--- src/rtl/saa_pkg.sv ---
// Shared constants, payload types and page-entry layout for the shelf atlas allocator.
package saa_pkg;

   localparam int PAGE_SIZE  = 1024;
   localparam int MAX_PAGES  = 8;
   localparam int PAGE_IDX_W = (MAX_PAGES > 1) ? $clog2(MAX_PAGES) : 1;
   localparam int COUNT_W    = $clog2(MAX_PAGES + 1);

   localparam logic [1:0] ST_PLACED   = 2'd0;
   localparam logic [1:0] ST_REJECTED = 2'd1;
   localparam logic [1:0] ST_FULL     = 2'd2;

   typedef struct packed {
      logic [10:0] rect_width;
      logic [10:0] rect_height;
   } req_type;

   typedef struct packed {
      logic [1:0]  status;
      logic [2:0]  page_index;
      logic        opened_page;
      logic [10:0] left_x;
      logic [10:0] top_y;
      logic [10:0] right_x;
      logic [10:0] bottom_y;
   } rsp_type;

   typedef struct packed {
      logic [10:0] cursor_column;
      logic [11:0] shelf_top;
      logic [10:0] shelf_tallest;
   } entry_type;

   localparam int ENTRY_W = $bits(entry_type);

endpackage

--- src/rtl/saa_ram.sv ---
// Generic single-write, single-read RAM with registered read data.
module saa_ram #(
   parameter int WIDTH = 8,
   parameter int DEPTH = 8
) (
   input  logic                                      clock,
   input  logic                                      wr_en,
   input  logic [((DEPTH > 1) ? $clog2(DEPTH) : 1)-1:0] wr_addr,
   input  logic [WIDTH-1:0]                          wr_data,
   input  logic                                      rd_en,
   input  logic [((DEPTH > 1) ? $clog2(DEPTH) : 1)-1:0] rd_addr,
   output logic [WIDTH-1:0]                          rd_data
);

   logic [WIDTH-1:0] mem [DEPTH];
   logic [WIDTH-1:0] rd_data_ff;

   always_ff @(posedge clock) begin
      if (wr_en) begin
         mem[wr_addr] <= wr_data;
      end
      if (rd_en) begin
         rd_data_ff <= mem[rd_addr];
      end
   end

   assign rd_data = rd_data_ff;

endmodule

--- src/rtl/shelf_atlas_allocator_core.sv ---
// Shelf atlas allocator: size check, page scan over the page RAM, page opening, response.
//
// Usage: a request transaction (req_valid/req_stall, req_data) carries a rectangle
// size; exactly one response transaction (rsp_valid/rsp_stall, rsp_data) follows,
// in order. The padding register is written through csr_valid/csr_ready/csr_wdata,
// which is always ready; write it only while no request is in flight.
// A request is size-checked first; a rejected size goes straight to the response,
// else open pages are tried in order, and if none fits a new page is opened, or
// the status is full once MAX_PAGES pages are open. Page state sits in one RAM
// with one read port and is visited one page per cycle; one request is processed
// at a time, and req_stall stays high until its response enters the output register.
// Reset: padding returns to 1 and no page is open; the RAM is not cleared, as a
// page entry is always written when the page opens, before it is read.
// The finished response sits in an output register; a new request may be
// accepted while it waits. If the receiver stalls, the next response is held
// internally and req_stall stays high until the output register frees up.
module shelf_atlas_allocator_core
   import saa_pkg::*;
(
   input  logic        clock,
   input  logic        reset,
   input  logic        req_valid,
   output logic        req_stall,
   input  req_type     req_data,
   output logic        rsp_valid,
   input  logic        rsp_stall,
   output rsp_type     rsp_data,
   input  logic        csr_valid,
   output logic        csr_ready,
   input  logic [3:0]  csr_wdata
);

   localparam logic [2:0] S_IDLE  = 3'd0;
   localparam logic [2:0] S_CHECK = 3'd1;
   localparam logic [2:0] S_EVAL  = 3'd2;
   localparam logic [2:0] S_OPEN  = 3'd3;
   localparam logic [2:0] S_DONE  = 3'd4;

   logic [2:0]            state_ff, state_in;
   logic [3:0]            pad_ff, pad_in;
   logic [10:0]           w_ff, w_in, h_ff, h_in;
   logic [PAGE_IDX_W-1:0] page_ff, page_in;
   logic [COUNT_W-1:0]    open_cnt_ff, open_cnt_in;
   rsp_type               res_ff, res_in;
   logic                  rsp_valid_ff, rsp_valid_in;
   rsp_type               rsp_data_ff, rsp_data_in;

   logic                  ram_wr_en, ram_rd_en;
   logic [PAGE_IDX_W-1:0] ram_wr_addr, ram_rd_addr;
   logic [ENTRY_W-1:0]    ram_rd_data;
   entry_type             base, upd;

   logic [11:0]           adv_x, adv_y, w_span, h_span;
   logic [12:0]           col_end, top_sum, row_end;
   logic [11:0]           top1;
   logic [10:0]           cur1, tall1;
   logic                  new_shelf, fits, reject;
   logic [COUNT_W-1:0]    next_page;

   saa_ram #(
      .WIDTH (ENTRY_W),
      .DEPTH (MAX_PAGES)
   ) u_page_ram (
      .clock   (clock),
      .wr_en   (ram_wr_en),
      .wr_addr (ram_wr_addr),
      .wr_data (upd),
      .rd_en   (ram_rd_en),
      .rd_addr (ram_rd_addr),
      .rd_data (ram_rd_data)
   );

   // placement on one page; a fresh page starts at (padding, padding, 0)
   always_comb begin
      if (state_ff == S_OPEN) begin
         base.cursor_column = 11'(pad_ff);
         base.shelf_top     = 12'(pad_ff);
         base.shelf_tallest = '0;
      end else begin
         base = entry_type'(ram_rd_data);
      end
      adv_x     = 12'(w_ff) + 12'(pad_ff);
      adv_y     = 12'(h_ff) + 12'(pad_ff);
      col_end   = 13'(base.cursor_column) + 13'(adv_x);
      new_shelf = col_end > 13'(PAGE_SIZE);
      top_sum   = 13'(base.shelf_top) + 13'(base.shelf_tallest) + 13'(pad_ff);
      if (new_shelf) begin
         // saturate: any top past the page edge fails for good
         top1  = top_sum[12] ? 12'hfff : top_sum[11:0];
         cur1  = 11'(pad_ff);
         tall1 = '0;
      end else begin
         top1  = base.shelf_top;
         cur1  = base.cursor_column;
         tall1 = base.shelf_tallest;
      end
      row_end = 13'(top1) + 13'(adv_y);
      fits    = row_end <= 13'(PAGE_SIZE);
      upd.shelf_top = top1;
      if (fits) begin
         upd.cursor_column = 11'(12'(cur1) + adv_x);
         upd.shelf_tallest = (h_ff > tall1) ? h_ff : tall1;
      end else begin
         upd.cursor_column = cur1;
         upd.shelf_tallest = tall1;
      end
   end

   always_comb begin
      w_span = 12'(w_ff) + 12'({pad_ff, 1'b0});
      h_span = 12'(h_ff) + 12'({pad_ff, 1'b0});
      reject = (w_ff == '0) || (h_ff == '0) ||
               (w_span > 12'(PAGE_SIZE)) || (h_span > 12'(PAGE_SIZE));
      next_page = COUNT_W'(page_ff) + COUNT_W'(1);
   end

   always_comb begin
      state_in     = state_ff;
      pad_in       = pad_ff;
      w_in         = w_ff;
      h_in         = h_ff;
      page_in      = page_ff;
      open_cnt_in  = open_cnt_ff;
      res_in       = res_ff;
      rsp_valid_in = rsp_valid_ff;
      rsp_data_in  = rsp_data_ff;
      ram_wr_en    = 1'b0;
      ram_wr_addr  = page_ff;
      ram_rd_en    = 1'b0;
      ram_rd_addr  = '0;

      if (csr_valid) begin
         pad_in = csr_wdata;
      end
      if (rsp_valid_ff && !rsp_stall) begin
         rsp_valid_in = 1'b0;
      end

      case (state_ff)
         S_IDLE: begin
            if (req_valid) begin
               w_in     = req_data.rect_width;
               h_in     = req_data.rect_height;
               state_in = S_CHECK;
            end
         end
         S_CHECK: begin
            res_in = '0;
            if (reject) begin
               res_in.status = ST_REJECTED;
               state_in      = S_DONE;
            end else if (open_cnt_ff == '0) begin
               state_in = S_OPEN;
            end else begin
               ram_rd_en   = 1'b1;
               ram_rd_addr = '0;
               page_in     = '0;
               state_in    = S_EVAL;
            end
         end
         S_EVAL: begin
            // write back this page (shelf move is kept on failure), prefetch the next
            ram_wr_en   = 1'b1;
            ram_wr_addr = page_ff;
            if (fits) begin
               res_in.status     = ST_PLACED;
               res_in.page_index = 3'(page_ff);
               res_in.left_x     = cur1;
               res_in.top_y      = 11'(top1);
               res_in.right_x    = 11'(12'(cur1) + 12'(w_ff));
               res_in.bottom_y   = 11'(top1 + 12'(h_ff));
               state_in          = S_DONE;
            end else if (next_page < open_cnt_ff) begin
               ram_rd_en   = 1'b1;
               ram_rd_addr = PAGE_IDX_W'(next_page);
               page_in     = PAGE_IDX_W'(next_page);
            end else if (open_cnt_ff == COUNT_W'(MAX_PAGES)) begin
               res_in.status = ST_FULL;
               state_in      = S_DONE;
            end else begin
               state_in = S_OPEN;
            end
         end
         S_OPEN: begin
            ram_wr_en   = 1'b1;
            ram_wr_addr = PAGE_IDX_W'(open_cnt_ff);
            open_cnt_in = open_cnt_ff + COUNT_W'(1);
            if (fits) begin
               res_in.status      = ST_PLACED;
               res_in.page_index  = 3'(open_cnt_ff);
               res_in.opened_page = 1'b1;
               res_in.left_x      = cur1;
               res_in.top_y       = 11'(top1);
               res_in.right_x     = 11'(12'(cur1) + 12'(w_ff));
               res_in.bottom_y    = 11'(top1 + 12'(h_ff));
            end else begin
               res_in.status = ST_FULL;
            end
            state_in = S_DONE;
         end
         S_DONE: begin
            if (!rsp_valid_ff || !rsp_stall) begin
               rsp_data_in  = res_ff;
               rsp_valid_in = 1'b1;
               state_in     = S_IDLE;
            end
         end
         default: begin
            state_in = S_IDLE;
         end
      endcase
   end

   always_ff @(posedge clock) begin
      if (reset) begin
         state_ff     <= S_IDLE;
         pad_ff       <= 4'd1;
         open_cnt_ff  <= '0;
         rsp_valid_ff <= 1'b0;
      end else begin
         state_ff     <= state_in;
         pad_ff       <= pad_in;
         open_cnt_ff  <= open_cnt_in;
         rsp_valid_ff <= rsp_valid_in;
      end
      w_ff        <= w_in;
      h_ff        <= h_in;
      page_ff     <= page_in;
      res_ff      <= res_in;
      rsp_data_ff <= rsp_data_in;
   end

   assign req_stall = (state_ff != S_IDLE);
   assign rsp_valid = rsp_valid_ff;
   assign rsp_data  = rsp_data_ff;
   assign csr_ready = 1'b1;

   a_open_bound: assert property (@(posedge clock) disable iff (reset)
      open_cnt_ff <= COUNT_W'(MAX_PAGES))
      else $error("open page count beyond limit");

   a_no_rw_clash: assert property (@(posedge clock) disable iff (reset)
      (ram_wr_en && ram_rd_en) |-> (ram_wr_addr != ram_rd_addr))
      else $error("page RAM read and write hit the same entry");

   a_open_counts: assert property (@(posedge clock) disable iff (reset)
      (state_ff == S_OPEN) |=> (open_cnt_ff == $past(open_cnt_ff) + COUNT_W'(1)))
      else $error("page open did not advance the page count");

   a_fail_zeroed: assert property (@(posedge clock) disable iff (reset)
      (rsp_valid && (rsp_data.status != ST_PLACED)) |->
      (rsp_data.left_x == '0 && rsp_data.top_y == '0 && rsp_data.page_index == '0
       && rsp_data.opened_page == 1'b0))
      else $error("failed transaction carries placement fields");

   a_eval_in_range: assert property (@(posedge clock) disable iff (reset)
      (state_ff == S_EVAL) |-> (COUNT_W'(page_ff) < open_cnt_ff))
      else $error("scan visiting a page that is not open");

endmodule
--- config.mk ---
export PLATFORM = sky130hd
export DESIGN_NAME = shelf_atlas_allocator_core
export DESIGN_NICKNAME = d
export VERILOG_FILES = /design/src/rtl/saa_pkg.sv /design/src/rtl/saa_ram.sv /design/src/rtl/shelf_atlas_allocator_core.sv
export SDC_FILE = /design/constraint.sdc
export NUM_CORES = 1
export LEC_CHECK = 0
export BUFFER_PORTS_ARGS = -buffer_cell sky130_fd_sc_hd__buf_2
export CORE_UTILIZATION = 44
export CTS_CLUSTER_DIAMETER = 60
export CTS_CLUSTER_SIZE = 14
export DETAILED_ROUTE_END_ITERATION = 6
export PLACE_DENSITY_LB_ADDON = 0.3
export SLEW_MARGIN = 20
export SYNTH_ARGS = -nofsm -noshare
export SYNTH_HDL_FRONTEND = slang
export SYNTH_SLANG_ARGS = --single-unit
--- constraint.sdc ---
create_clock -name clock -period 11.89 [get_ports clock]
set_clock_uncertainty 0.1 [all_clocks]
set_input_delay 2.378 -clock clock [delete_from_list [all_inputs] [get_ports clock]]
set_output_delay 2.378 -clock clock [all_outputs]
set_load 0.02 [all_outputs]
== After elaboration in Yosys (flattened, before gate mapping) ==
Memory sizes are Yosys's and may differ from the RTL's. A register that Yosys moved wholly into a read port is not among the register bits.
Cells that the tools add are included.

* Reductions and logical operators: 23
* Add/subtract/negate cells: 13
* $lt $le $gt $ge: 6
* Eq/ne operators: 15
* Muxes and demuxes: 47

{| class="wikitable"
|+ Operator list
! operator !! count
|-
| one-hot mux 44 bit (3 select lines) || 1
|-
| 2-to-1 mux 11 bit || 5
|-
| 2-to-1 mux 48 bit || 1
|-
| 2-to-1 mux 3 bit || 15
|-
| 2-to-1 mux 44 bit || 1
|-
| 2-to-1 mux 34 bit || 1
|-
| adder 11 bit || 3
|-
| adder 11 x 4 -> 12 bit || 2
|-
| adder 11 x 5 -> 12 bit || 2
|-
| greater-than comparator 12 x 11 -> 1 bit, second input constant || 2
|-
| 2-to-1 mux 12 bit || 2
|-
| logical NOT 11 bit || 2
|-
| != test 2 bit, second input constant || 8
|-
| one-hot mux 3 bit (5 select lines) || 1
|-
| one-hot mux 5 bit (3 select lines) || 1
|-
| adder 11 x 12 -> 13 bit || 1
|-
| adder 12 x 11 -> 13 bit || 1
|-
| adder 12 x 12 -> 13 bit || 1
|-
| adder 13 x 4 -> 13 bit || 1
|-
| greater-than comparator 13 x 11 -> 1 bit, second input constant || 1
|-
| <= comparator 13 x 11 -> 1 bit, second input constant || 1
|-
| 2-to-1 mux 1 bit || 12
|-
| greater-than comparator 11 bit || 1
|-
| AND reduction 3 bit || 3
|-
| other kinds (21) || 35
|}

* Memories: 1
* Memory bits (writable): 272
* Output and inout port bits: 53
* Logic and storage cells: 126
* Register bits after elaboration: 137

{| class="wikitable"
|+ Memories
! memory !! depth !! bits a word !! rd ports !! clocked after Yosys merged registers in !! write ports !! line !! text
|-
| u_page_ram.mem || 8 || 34 || 1 || 1 || 1 || saa_ram.sv:15 || <nowiki>logic [WIDTH-1:0] mem [DEPTH];</nowiki>
|}

== Depth between registers and ports, before layout ==
* Depth after elaboration: 10
* Depth in mapped cells: 32
* Mapped depth without buffers: 28

== Cells and area by module ==
From an unflattened synthesis, not the netlist that was laid out.

* Cells, all modules: 1394
* Area, all modules: 21373.0 µm²

{| class="wikitable"
|+ By module, submodules not included
! module !! seq. area each (µm²) !! cells each !! area an instance (µm²) !! times used
|-
| saa_ram || 9188.8 || 441 || 11423.5 || 1
|-
| shelf_atlas_allocator_core || 3993.8 || 953 || 9949.5 || 1
|}

== Worst setup path after synthesis ==
No wires, ideal clock.

* Path kind: register -> register
* Start point: register state_ff[0]
* End point: register res_ff[0] in the netlist's numbering, enable pin
* Setup time: 0.452 ns
* Required time: 11.338 ns
* Stages on the path, launching flop included: 30
* Setup slack: 2.921 ns
* Path buffers: 5
* Arrival: 8.418 ns
* Period minus slack after synthesis: 8.969 ns
* Cell sequence: dfxtp_1 clkbuf_1 nand2_1 inv_1 clkbuf_1 nand2_1 nand2_1 fa_1 ha_1 a21oi_1 o211ai_1 a2111oi_0 nor3_1 o31ai_2 nor2b_1 buf_2 and3_1 nor2_1 ha_1 fa_1 a21o_1 or4_1 mux2i_1 o22ai_1 o31ai_4 and2_1 buf_4 buf_4 mux2i_1 nor2_1

* Word-level cells in the longest chain between the ends: 10

{| class="wikitable"
|+ Ends and longest elaborated chain
! what !! line !! text
|-
| start, declared || shelf_atlas_allocator_core.sv:39 || <nowiki>logic [2:0] state_ff, state_in;</nowiki>
|-
| start signal, assigned || shelf_atlas_allocator_core.sv:221 || <nowiki>state_ff <= state_in;</nowiki>
|-
| equality test 3 x 2 -> 1 bit * || shelf_atlas_allocator_core.sv:75 || <nowiki>if (state_ff == S_OPEN) begin</nowiki>
|-
| 2-to-1 mux 34 bit * || shelf_atlas_allocator_core.sv:75 ||
|-
| adder 12 x 11 -> 13 bit || shelf_atlas_allocator_core.sv:86 || <nowiki>top_sum = 13'(base.shelf_top) + 13'(base.shelf_tallest) + 13'(pad_ff);</nowiki>
|-
| adder 13 x 4 -> 13 bit || shelf_atlas_allocator_core.sv:86 ||
|-
| 2-to-1 mux 12 bit || shelf_atlas_allocator_core.sv:89 || <nowiki>top1 = top_sum[12] ? 12'hfff : top_sum[11:0];</nowiki>
|-
| 2-to-1 mux 12 bit * || shelf_atlas_allocator_core.sv:87 || <nowiki>if (new_shelf) begin</nowiki>
|-
| named net top1[7] || shelf_atlas_allocator_core.sv:55 || <nowiki>logic [11:0] top1;</nowiki>
|-
| adder 12 x 12 -> 13 bit * || shelf_atlas_allocator_core.sv:97 || <nowiki>row_end = 13'(top1) + 13'(adv_y);</nowiki>
|-
| <= comparator 13 x 11 -> 1 bit * || shelf_atlas_allocator_core.sv:98 || <nowiki>fits = row_end <= 13'(PAGE_SIZE);</nowiki>
|-
| != test 2 bit (no line) || n/a ||
|-
| AND reduction 3 bit (no line) * || n/a ||
|-
| end signal, assigned || shelf_atlas_allocator_core.sv:229 || <nowiki>res_ff <= res_in;</nowiki>
|-
| end, declared || shelf_atlas_allocator_core.sv:44 || <nowiki>rsp_type res_ff, res_in;</nowiki>
|}

The timed path passes the listed nets; every way through them passes the cells marked *.
A chain may end at the register's enable or synchronous reset.

== Final worst setup path ==
* Start point: register state_ff[1]
* End point: register res_ff[21] in the netlist's numbering, enable pin

The elaborated chain is that of the path after synthesis.

==> results.cfg <==
[synth]
synth_seq_cells = 443
synth_area_leaders = edfxtp_1 59%, ha_1 5.8%, mux2i_1 4.4%
synth-warning-count = 0
synth_top_area_cell = edfxtp_1
synth_seq_area_share_pct = 60.31
synth_cells = 1687
synth-main-ff-cell = edfxtp_1
synth_nets = 1841
netlist_area_mm2 = 0.02186
avgSynthCellArea_um2 = 12.96
ys_types = 81
synth_top_area_share_pct = 59.21
async_flop_share_pct = 0
synth_edf_count = 431

[placed_design]
dp_hpwl_um = 35750
numPortBuffers = 82
place.gp.congestion = 0.9071

[routing]
drt_wl_total_um = 55520
wire_per_inst_um = 22.66
drt-vias-per-instance = 5.682
drtIter0Drc = 1231
postRouteAntennaNets = 0
via_count = 13920
drc = 0
drt-pass1-iter-count = 5

[cts]
root_buffer = clkbuf_16
clock-sinks = 443
cts_hold_buffers = 0
cts_made_buffers = 42
clk_pin_slew_ns = 0.07
h-tree-depth = 2
cts_tree = yes
cts.path.max_buffers = 3
post_cts_resized = 0
clock_latency_ns = 0.58
cts_setup_buffers = 0

[power]
power_density_mw_per_mm2 = 272.3
irDropWorstVdd_mv = 0.1513
p_leak_nw = 9.011

[floorplan]
die-area_mm2 = 0.05057
die_w_um = 224.9
die_y_um = 224.9
core_area_mm2 = 0.04895
num_rows = 81
start_util_pct = 44.65
io_pins = 84

[timing]
relSlewSlack_pct = 35.57
final-setup-viol-count = 0
drv_slew = 0
setup_tns_ns = 0
rsz0062_at_grt = no
hold_violations = 0
fin_crit_ns = 10.15
fin_crit_sh_pct = 85.34
worst_slew_pin_slew_ns = 0.9620
max_freq_mhz = 98.55

[worst_setup_path]
startpoint = state_ff[1]
cp_slowest_cell = and2_2
crit_buf_inv = 3
r2r-start = state_ff[1]
start_kind = flip-flop
cp_top_family = simple AND/OR/NAND/NOR gates
cp_slowest_stage_delay_ns = 0.75
cp_max_fo = 44
worstPathRequired_ns = 11.99
critPathKind = flip-flop to flip-flop
arrival_ns = 10.24
reg2reg_slack_ns = 1.74
end_kind = flip-flop
crit_path_frequent_cell = nand2_1

[layout]
drive_gt1_share_pct = 11.65
nets = 1920
area_growth_syn_to_layout_pct = 11.27
fillCellCount = 4205
post-route-util_pct = 49.69
multiInputGateArea_mm2 = 0.008160
seqCellArea_mm2 = 0.01318
n_antenna_cell = 0

[global_route]
grt_antenna_before_repair = 0
grt_pass1_wl_um = 83720
grt_usage_pct = 22.33
grt_pass1_vias = 13880
grt_overflow = 0
grt_max_degree = 68

[worst_hold_path]
hp-start = res_ff[27]
hp-class = flip-flop to flip-flop

[status]
status = complete, no violations

[flow_run]
drv_cap = 0
==> sequential cells by signal, summed over array words and instances (netlist names) <==
signal,flops
h_ff,11
open_cnt_ff,4
pad_ff,4
page_ff,3
res_ff,50
rsp_data,50
rsp_valid,1
state_ff,3
u_page_ram.mem,272
u_page_ram.rd_data,34
w_ff,11
==> Yosys cell counts (all sizes together), types with 9 or more instances <==
| cell | number |
|---|---|
| edfxtp | 431 |
| nor2 | 165 |
| ha | 101 |
| nand2 | 100 |
| mux2i | 95 |
| inv | 76 |
| o21ai | 67 |
| nand2b | 49 |
| o211ai | 41 |
| clkbuf | 39 |
| a21oi | 38 |
| o211a | 38 |
| xnor2 | 38 |
| buf | 36 |
| a22oi | 35 |
| a21o | 31 |
| nor3 | 30 |
| and2 | 28 |
| fa | 22 |
| a31oi | 15 |
| nor2b | 15 |
| mux2 | 14 |
| nand3 | 14 |
| o21a | 14 |
| xor2 | 13 |
| a211oi | 12 |
| dfxtp | 12 |
| and3 | 10 |
| o31ai | 9 |
| or3 | 9 |
==> final timing paths <==
check / to / depth (start not counted)
min: rsp_data[27] / 0
max: res_ff[21] / 27
max reg2reg: res_ff[21] / 27
min reg2reg: rsp_data[27] / 0
==> through the flow <==
stage	instances	power (mW)	instance area, um2	worst slack, ns	hold WS [ns]
4_1_cts	2450	6.641	24320	1.792	0.3152
3_5_place_dp	2386	5.377	23080	1.795	0.3045
5_1_grt	2450	6.981	24320	1.000	0.3215
6_report	2450	6.623	24320	1.743	0.3077
2_1_floorplan	1687	4.513	21860	2.921	0.3003
3_3_place_gp	2386	5.314	23080	2.026	0.3025
==> power breakdown <==
group / switching, mW / internal [mW] / total, mW / leakage (nW)
Combinational: 1.91 / 1.02 / 2.93 / 4.36
Clock: 0.577 / 0.683 / 1.26 / 0.600
Sequential: 0.114 / 2.32 / 2.43 / 4.05
==> area by class of cell <==
class	instances	share of cell area, %
Clock buffer	53	4.532
Clock inverter	11	0.5762
Inverter	76	1.173
Multi-Input combinational cell	1093	33.55
Sequential cell	443	54.20
Tap cell	664	3.416
Timing Repair Buffer	110	2.552
==> metal layers <==
metal	share of wire [%]	track usage, %	wire (um)
met1	43	28.99	23870
met2	48	37.28	26660
met3	5.4	3.553	3008
met4	3.6	9.107	1984
met5	0	0	0
==> cell usage in the layout, fill, tap and decap left out, types with 8 or more instances in the layout <==
| cell type | count |
|---|---|
| edfxtp_1 | 431 |
| nor2_1 | 154 |
| ha_1 | 101 |
| nand2_1 | 99 |
| mux2i_1 | 95 |
| buf_2 | 82 |
| inv_1 | 76 |
| nand2b_1 | 49 |
| clkbuf_16 | 42 |
| o211ai_1 | 41 |
| o211a_1 | 38 |
| xnor2_1 | 38 |
| o21ai_1 | 37 |
| a21oi_1 | 36 |
| a22oi_1 | 35 |
| a21o_1 | 31 |
| nor3_1 | 29 |
| o21ai_0 | 28 |
| buf_4 | 28 |
| and2_1 | 27 |
| fa_1 | 22 |
| a31oi_1 | 15 |
| nand3_1 | 14 |
| o21a_1 | 14 |
| nor2b_1 | 13 |
| xor2_1 | 13 |
| dfxtp_1 | 12 |
| and3_1 | 10 |
| clkbuf_1 | 10 |
| a211oi_1 | 9 |
| or3_1 | 9 |
| nor2_4 | 9 |
| o21bai_1 | 8 |
| mux2_2 | 8 |
==> cells by family (layout without fill, tap and decap cells) <==
group / Yosys count / count (layout) / synth area share [%]
AO/OA/AOI/OAI: 352 / 352 / 11.79
buffers and inverters: 151 / 250 / 2.942
other: 1 / 1 / 0.01716
XOR/XNOR: 51 / 51 / 2.044
multiplexers: 109 / 109 / 5.072
adder cells (fa/ha/maj): 123 / 123 / 7.796
AND/OR/NAND/NOR: 457 / 457 / 10.03
flip-flops: 443 / 443 / 60.31
Note: power is estimated with default switching activity, not from simulation.
